[src/design/tkc_pkg.sv]
package tkc_pkg;

    // Width of one kernel tap and of one result tap.
    localparam int TAP_W = 16;

    // Sequencer states of the top level.
    typedef enum logic [1:0] {
        ST_LOAD,
        ST_ISSUE,
        ST_DRAIN,
        ST_EMIT
    } tkc_state_t;

    // Controls from the sequencer to the multiply-accumulate unit.
    typedef struct packed {
        logic issue;  // a tap pair read is issued this cycle
        logic clear;  // zero the accumulator
    } tkc_mac_ctl_t;

endpackage

[src/design/tkc_ram.sv]
module tkc_ram #(
    parameter int WIDTH = 16,
    parameter int DEPTH = 64
) (
    input  logic                     clk,
    input  logic                     wr_en,
    input  logic [$clog2(DEPTH)-1:0] wr_addr,
    input  logic [WIDTH-1:0]         wr_data,
    input  logic                     rd_en,
    input  logic [$clog2(DEPTH)-1:0] rd_addr,
    output logic [WIDTH-1:0]         rd_data
);

    logic [WIDTH-1:0] mem [DEPTH];

    always_ff @(posedge clk)
    begin
        if (wr_en)
        begin
            mem[wr_addr] <= wr_data;
        end
        if (rd_en)
        begin
            rd_data <= mem[rd_addr];
        end
    end

endmodule

[src/design/tkc_mac.sv]
module tkc_mac #(
    parameter int TAPS      = 64,
    parameter int FRAC_BITS = 12
) (
    input  logic                              clk,
    input  logic                              rst_n,
    input  tkc_pkg::tkc_mac_ctl_t             ctl,
    input  logic signed [tkc_pkg::TAP_W-1:0]  a_q,
    input  logic signed [tkc_pkg::TAP_W-1:0]  b_q,
    output logic signed [tkc_pkg::TAP_W-1:0]  res_tap,
    output logic                              res_clip
);

    localparam int PROD_W = 2 * tkc_pkg::TAP_W;
    // One spare bit keeps the rounding add from overflowing.
    localparam int ACC_W  = PROD_W + $clog2(TAPS) + 1;
    localparam int RES_W  = ACC_W - FRAC_BITS;
    localparam logic signed [ACC_W-1:0] ROUND =
        {{(ACC_W-1){1'b0}}, 1'b1} << (FRAC_BITS - 1);

    logic                     v1_reg;
    logic                     v2_reg;
    logic signed [PROD_W-1:0] prod_reg;
    logic signed [ACC_W-1:0]  acc_reg;
    logic signed [ACC_W-1:0]  acc_next;

    logic signed [ACC_W-1:0]          rnd_sum;
    logic        [RES_W-1:0]          res;
    logic        [RES_W-tkc_pkg::TAP_W:0] res_hi;

    // The valid flags follow the tap pair through the memory read and the
    // product register.
    always_ff @(posedge clk or negedge rst_n)
    begin
        if (!rst_n)
        begin
            v1_reg <= 1'b0;
            v2_reg <= 1'b0;
        end
        else
        begin
            v1_reg <= ctl.issue;
            v2_reg <= v1_reg;
        end
    end

    always_comb
    begin
        if (ctl.clear)
        begin
            acc_next = '0;
        end
        else if (v2_reg)
        begin
            acc_next = acc_reg + {{(ACC_W-PROD_W){prod_reg[PROD_W-1]}}, prod_reg};
        end
        else
        begin
            acc_next = acc_reg;
        end
    end

    always_ff @(posedge clk)
    begin
        prod_reg <= a_q * b_q;
        acc_reg  <= acc_next;
    end

    // Round half up, floor shift, then clamp to the tap range.
    always_comb
    begin
        rnd_sum  = acc_reg + ROUND;
        res      = rnd_sum[ACC_W-1:FRAC_BITS];
        res_hi   = res[RES_W-1:tkc_pkg::TAP_W-1];
        res_clip = !((&res_hi) || (~|res_hi));
        if (!res_clip)
        begin
            res_tap = res[tkc_pkg::TAP_W-1:0];
        end
        else if (res[RES_W-1])
        begin
            res_tap = {1'b1, {(tkc_pkg::TAP_W-1){1'b0}}};
        end
        else
        begin
            res_tap = {1'b0, {(tkc_pkg::TAP_W-1){1'b1}}};
        end
    end

endmodule

[src/design/truncated_kernel_convolver_core.sv]
// Sequence: the transaction that completes a kernel pair starts the first result;
//   result n takes n+1 products, then a MAC drain, then an emit that waits for a free output register.
// Runs: all results of a run are computed by the one MAC, and no new pair is accepted
//   until the last result of the run has been emitted.
// Reset: rst_n clears the sequencer, counters and output valid at once; the tap
//   memories are not cleared, since every run rewrites them before reading them.
module truncated_kernel_convolver_core #(
    parameter int TAPS      = 64,
    parameter int FRAC_BITS = 12
) (
    input  logic        clk,
    input  logic        rst_n,
    // Input stream: one kernel tap pair per transaction.
    input  logic        s_axis_tvalid,
    output logic        s_axis_tready,
    input  logic [31:0] s_axis_tdata,   // [15:0] a_tap, [31:16] b_tap
    // Output stream: one convolution tap per transaction.
    output logic        m_axis_tvalid,
    input  logic        m_axis_tready,
    output logic [15:0] m_axis_tdata,   // [15:0] out_tap
    output logic        m_axis_tlast,   // out_last
    output logic [0:0]  m_axis_tuser    // [0] clipped
);

    localparam int AW = $clog2(TAPS);
    localparam logic [AW-1:0] LAST_IDX = AW'(TAPS - 1);

    tkc_pkg::tkc_state_t state_reg, state_next;

    // load_reg counts stored pairs, n_reg is the result index and k_reg the
    // index into the first kernel within the current result.
    logic [AW-1:0] load_reg, load_next;
    logic [AW-1:0] n_reg, n_next;
    logic [AW-1:0] k_reg, k_next;
    logic          drain_reg, drain_next;

    logic          out_valid_reg, out_valid_next;
    logic [15:0]   out_tap_reg;
    logic          out_last_reg;
    logic          out_clip_reg;

    logic          in_accept;
    logic          emit;
    logic [AW-1:0] b_addr;

    tkc_pkg::tkc_mac_ctl_t mac_ctl;

    logic signed [tkc_pkg::TAP_W-1:0] a_q;
    logic signed [tkc_pkg::TAP_W-1:0] b_q;
    logic signed [tkc_pkg::TAP_W-1:0] res_tap;
    logic                             res_clip;

    assign s_axis_tready = (state_reg == tkc_pkg::ST_LOAD);
    assign in_accept     = s_axis_tvalid && s_axis_tready;

    // A finished result moves into the output register once that register
    // is empty or is being emptied in the same cycle.
    assign emit   = (state_reg == tkc_pkg::ST_EMIT) && (!out_valid_reg || m_axis_tready);
    assign b_addr = n_reg - k_reg;

    // Two stores, each with one write and one read port; both are written by each load transaction and
    // read together, a[k] and b[n-k], while products are issued.
    tkc_ram #(
        .WIDTH (tkc_pkg::TAP_W),
        .DEPTH (TAPS)
    ) u_ram_a (
        .clk     (clk),
        .wr_en   (in_accept),
        .wr_addr (load_reg),
        .wr_data (s_axis_tdata[15:0]),
        .rd_en   (mac_ctl.issue),
        .rd_addr (k_reg),
        .rd_data (a_q)
    );

    tkc_ram #(
        .WIDTH (tkc_pkg::TAP_W),
        .DEPTH (TAPS)
    ) u_ram_b (
        .clk     (clk),
        .wr_en   (in_accept),
        .wr_addr (load_reg),
        .wr_data (s_axis_tdata[31:16]),
        .rd_en   (mac_ctl.issue),
        .rd_addr (b_addr),
        .rd_data (b_q)
    );

    tkc_mac #(
        .TAPS      (TAPS),
        .FRAC_BITS (FRAC_BITS)
    ) u_mac (
        .clk      (clk),
        .rst_n    (rst_n),
        .ctl      (mac_ctl),
        .a_q      (a_q),
        .b_q      (b_q),
        .res_tap  (res_tap),
        .res_clip (res_clip)
    );

    always_ff @(posedge clk or negedge rst_n)
    begin
        if (!rst_n)
        begin
            state_reg     <= tkc_pkg::ST_LOAD;
            load_reg      <= '0;
            n_reg         <= '0;
            k_reg         <= '0;
            drain_reg     <= 1'b0;
            out_valid_reg <= 1'b0;
        end
        else
        begin
            state_reg     <= state_next;
            load_reg      <= load_next;
            n_reg         <= n_next;
            k_reg         <= k_next;
            drain_reg     <= drain_next;
            out_valid_reg <= out_valid_next;
        end
    end

    // Output payload needs no reset; it is qualified by out_valid_reg.
    always_ff @(posedge clk)
    begin
        if (emit)
        begin
            out_tap_reg  <= res_tap;
            out_last_reg <= (n_reg == LAST_IDX);
            out_clip_reg <= res_clip;
        end
    end

    // Sequencer: load all pairs, then for each result issue its products,
    // let the MAC pipeline drain, and hand the rounded sum to the output.
    always_comb
    begin
        state_next    = state_reg;
        load_next     = load_reg;
        n_next        = n_reg;
        k_next        = k_reg;
        drain_next    = drain_reg;
        mac_ctl.issue = 1'b0;
        mac_ctl.clear = 1'b0;

        unique case (state_reg)
            tkc_pkg::ST_LOAD:
            begin
                mac_ctl.clear = 1'b1;
                n_next        = '0;
                k_next        = '0;
                if (in_accept)
                begin
                    if (load_reg == LAST_IDX)
                    begin
                        load_next  = '0;
                        state_next = tkc_pkg::ST_ISSUE;
                    end
                    else
                    begin
                        load_next = load_reg + 1'b1;
                    end
                end
            end
            tkc_pkg::ST_ISSUE:
            begin
                mac_ctl.issue = 1'b1;
                if (k_reg == n_reg)
                begin
                    k_next     = '0;
                    drain_next = 1'b0;
                    state_next = tkc_pkg::ST_DRAIN;
                end
                else
                begin
                    k_next = k_reg + 1'b1;
                end
            end
            tkc_pkg::ST_DRAIN:
            begin
                drain_next = 1'b1;
                if (drain_reg)
                begin
                    state_next = tkc_pkg::ST_EMIT;
                end
            end
            tkc_pkg::ST_EMIT:
            begin
                if (emit)
                begin
                    mac_ctl.clear = 1'b1;
                    if (n_reg == LAST_IDX)
                    begin
                        state_next = tkc_pkg::ST_LOAD;
                    end
                    else
                    begin
                        n_next     = n_reg + 1'b1;
                        state_next = tkc_pkg::ST_ISSUE;
                    end
                end
            end
            default:
            begin
                state_next = tkc_pkg::ST_LOAD;
            end
        endcase
    end

    always_comb
    begin
        if (emit)
        begin
            out_valid_next = 1'b1;
        end
        else if (m_axis_tready)
        begin
            out_valid_next = 1'b0;
        end
        else
        begin
            out_valid_next = out_valid_reg;
        end
    end

    assign m_axis_tvalid   = out_valid_reg;
    assign m_axis_tdata    = out_tap_reg;
    assign m_axis_tlast    = out_last_reg;
    assign m_axis_tuser[0] = out_clip_reg;

    // The first-kernel index never passes the result index, so n-k stays valid.
    a_k_in_range: assert property (@(posedge clk) disable iff (!rst_n)
        (state_reg == tkc_pkg::ST_ISSUE) |-> (k_reg <= n_reg))
        else $error("first-kernel index ran past the result index");

    // Loading the final result of a run returns the block to loading.
    a_run_end: assert property (@(posedge clk) disable iff (!rst_n)
        (emit && (n_reg == LAST_IDX)) |=> (state_reg == tkc_pkg::ST_LOAD))
        else $error("sequencer did not return to loading after the last result");

    // A result is only ever loaded into an empty or draining output register.
    a_no_overwrite: assert property (@(posedge clk) disable iff (!rst_n)
        (out_valid_reg && !m_axis_tready) |-> !emit)
        else $error("pending output transaction overwritten");

    // Pairs are loaded only at the start of a run, never mid-computation.
    a_load_idle: assert property (@(posedge clk) disable iff (!rst_n)
        (state_reg != tkc_pkg::ST_LOAD) |-> (load_reg == '0))
        else $error("load count not cleared during computation");

endmodule
[config.mk]
export PLATFORM = sky130hd
export DESIGN_NAME = truncated_kernel_convolver_core
export DESIGN_NICKNAME = d
export VERILOG_FILES = /design/src/design/tkc_pkg.sv /design/src/design/tkc_ram.sv /design/src/design/tkc_mac.sv /design/src/design/truncated_kernel_convolver_core.sv
export SDC_FILE = /design/constraint.sdc
export NUM_CORES = 2
export LEC_CHECK = 0
export BUFFER_PORTS_ARGS = -buffer_cell sky130_fd_sc_hd__buf_2
export CAP_MARGIN = 20
export CORE_MARGIN = 4
export CORE_UTILIZATION = 23
export DETAILED_ROUTE_END_ITERATION = 16
export GPL_TIMING_DRIVEN = 0
export SLEW_MARGIN = 20
export SYNTH_ARGS = -nofsm -noshare
export SYNTH_HDL_FRONTEND = slang
export SYNTH_HIERARCHICAL = 1
export SYNTH_SLANG_ARGS = --single-unit
[constraint.sdc]
create_clock -name clk -period 13.8 [get_ports clk]
set_input_delay 0.69 -clock clk [delete_from_list [all_inputs] [get_ports clk]]
set_output_delay 0.69 -clock clk [all_outputs]
set_load 0.01 [all_outputs]
==> impl_metrics.toml <==
[critical_path]
reg2reg_from = "u_ram_a/rd_data[15]"
crit_path_start = "u_ram_a/rd_data[15]"
criticalPathCategory = "reg2reg"
crit_required_ns = 14.58
cp_max_fo = 10
rrSetupSlack_ns = 6.36
arrival_ns = 8.23
start_kind = "register"
end_kind = "register"
ff2ff_path_depth = 20
reg2reg_to = "u_mac/prod_reg[31]"

[yosys]
syn-cell-area_sq_um = 97300
synth_ff_type = "edfxtp_1"
synth.avg_cell_area_sq_um = 17.6
syn-instance-count = 5521
ys.warnings.count = 6
synth_nets = 5955
synth_edf_count = 2098
ys_seq_area_share_pct = 66.8
ys_seq_elements = 2193
async_flop_share_pct = 1.09
yosysUniqueCellTypes = 97

[outcome]
status = "finished, final reports clean"

[place]
portBuffers = 55
globalplace.congestion = 0.922
hpwlAfterDp_microns = 179000
dpl_cell_area_sq_um = 107000

[sta]
tightest_slew_ns = 1.11
finalSetupViolations = 0
timing.final.crit_period_ns = 7.44
whs_ns = 0.263
slew_headroom_pct = 25.8
max_freq_ghz = 0.134
skew_ns = 0.0924
grt_setup_unrepaired = "no"
finalCritPeriodShare_pct = 53.9
hold_viol = 0
slew_viol_final = 0
fin_setup_tns_ns = 0

[floorplanning]
fp.dieW_microns = 658
ios = 56
dieArea_sq_um = 433000
die_h_microns = 658
core_sq_um = 421000
start_util_pct = 23.1
row_count = 238

[grt]
overflow = 0
grt_max_degree = 65
grt_pass1_wl_microns = 375000
grt_use_total_pct = 11.5
antenna_found_initial = 8
grt_pass1_vias = 54000

[cells_and_area]
num-fill-cells = 41800
syn2layout_area_growth_pct = 17.3
nets = 6373
drive_above_1_share_pct = 22.2
layout_commonest_cell = "edfxtp_1"
fin_util_pct = 27.1
stdcell_area_sq_um = 114000
mostFrequentLayoutCells = "2,098 x edfxtp_1, 440 x mux4_2, 368 x inv_1"

[cts]
numCtsBuffers = 225
postCtsSetupBuffers = 0
clockRootBuffer = "clkbuf_16"
cts_sinks = 2193
clockBufferDepth = 4
path_clk_slew_ns = 0.06
clk-insertion-delay-late_ns = 0.91
cts.htree.levels = 4
cts_tree = "done"

[routing]
wire_per_inst_microns = 21.8
wirelength_microns = 257000
drtIter0Drc = 5421
first_pass_iters = 6
routed_via_density = 4.48
antenna_left = 0
vias = 52700
drc = 0

[worst_hold_path]
hold_end = "load_reg[3]"
hold_class = "in2reg"
hp-start = "s_axis_tvalid"
worstHoldPathCells = 4

[run]
max-cap-violations = 0
-- per-stage QoR --
step                      std cells  worst slack (ns)
final                         11800              6.36
after global routing          11800              5.91
after CTS                     11800              6.33
after detailed placement      11400              6.28
after global placement        11200              6.41
after floorplan                5521              7.60
-- cell families (layout without fill, tap and decap cells) --
logic type	count (synthesis)	after routing	share of synthesized area (%)
AOI/OAI and AO/OA	512	512	3.77
and+or+nand+nor	992	992	5.16
DFF	2193	2193	66.8
muxes	699	699	13.1
xor gates and xnor gates	91	91	0.819
other	0	2	0
buffers and inverters	636	1243	3.19
adders and majority gates	398	398	7.16
-- worst max-delay path by stage --
stage                     slack (ns)  depth (start not counted)                 end
after floorplan                 7.60                         20  u_mac/prod_reg[31]
after global placement          6.41                         20  u_mac/prod_reg[31]
after detailed placement        6.28                         20  u_mac/prod_reg[31]
after CTS                       6.33                         20  u_mac/prod_reg[31]
after global routing            5.91                         20  u_mac/prod_reg[31]
final                           6.36                         20  u_mac/prod_reg[31]
-- metal layers --
metal	vias to the layer above	global-route usage [%]	part of all wire (%)
li1	22200	-	-
met1	27900	15.3	41
met2	2168	19.2	48
met3	463	1.79	7.4
met4	4	3.92	3.6
met5	-	0	0.010
-- cell type report --
class	count	area (sq um)	area share, %
Antenna cell	2	5.00	0.00439
Buffer	268	1720	1.51
Clock buffer	277	5910	5.18
Clock inverter	139	1420	1.24
Inverter	368	1380	1.21
Multi-Input combinational cell	2692	29500	25.8
Sequential cell	2193	65000	57.0
Tap cell	5640	7060	6.19
Timing Repair Buffer	191	2090	1.83
-- critical path, stage by stage, from the launching register on --
cell and delay (ns):
edfxtp_1 0.51, clkbuf_1 0.55, nand2_1 0.21, inv_1 0.16, fa_1 0.52, fa_1 0.95
inv_1 0.24, fa_1 0.57, fa_1 0.45, fa_1 0.52, fa_1 0.55, inv_1 0.05
ha_1 0.38, and4_1 0.27, nor2b_1 0.16, a221oi_1 0.36, o22ai_1 0.19, nor3_1 0.20
o21bai_1 0.12, a31oi_1 0.21, xnor2_1 0.19
-- what timing repair did --
| item | CTS | global route |
|---|---|---|
| hold buffers | 1 | 0 |
| endpoints found under the hold margin | 24 | 0 |
| gates resized for setup | 0 | 0 |
-- synth_stat cells (17+ instances only) --
master / n / share of area [%]
nor3_1: 26 / 0.13
a21oi_1: 89 / 0.46
xor2_1: 30 / 0.27
nor2_1: 228 / 0.88
a221oi_1: 35 / 0.32
buf_2: 74 / 0.38
a211o_1: 19 / 0.17
a21o_1: 35 / 0.27
nand2b_1: 29 / 0.19
fa_1: 264 / 5.4
a211oi_1: 29 / 0.22
nand3_1: 77 / 0.40
clkbuf_1: 99 / 0.38
mux4_2: 440 / 10
nand4_1: 34 / 0.22
nand2_1: 287 / 1.1
a311oi_1: 17 / 0.15
dfxtp_1: 71 / 1.5
buf_6: 38 / 0.44
a31oi_1: 28 / 0.18
nor2b_1: 65 / 0.42
inv_1: 368 / 1.4
and2_1: 140 / 0.90
dfrtp_1: 24 / 0.62
o21ai_0: 52 / 0.27
ha_1: 134 / 1.7
mux2_2: 56 / 0.65
buf_4: 26 / 0.20
edfxtp_1: 2098 / 65
a22oi_1: 78 / 0.60
mux2i_1: 194 / 2.0
xnor2_1: 61 / 0.55
Power is not shown: default switching activity piles up to over one toggle a cycle in this logic, so the estimate is an artifact.
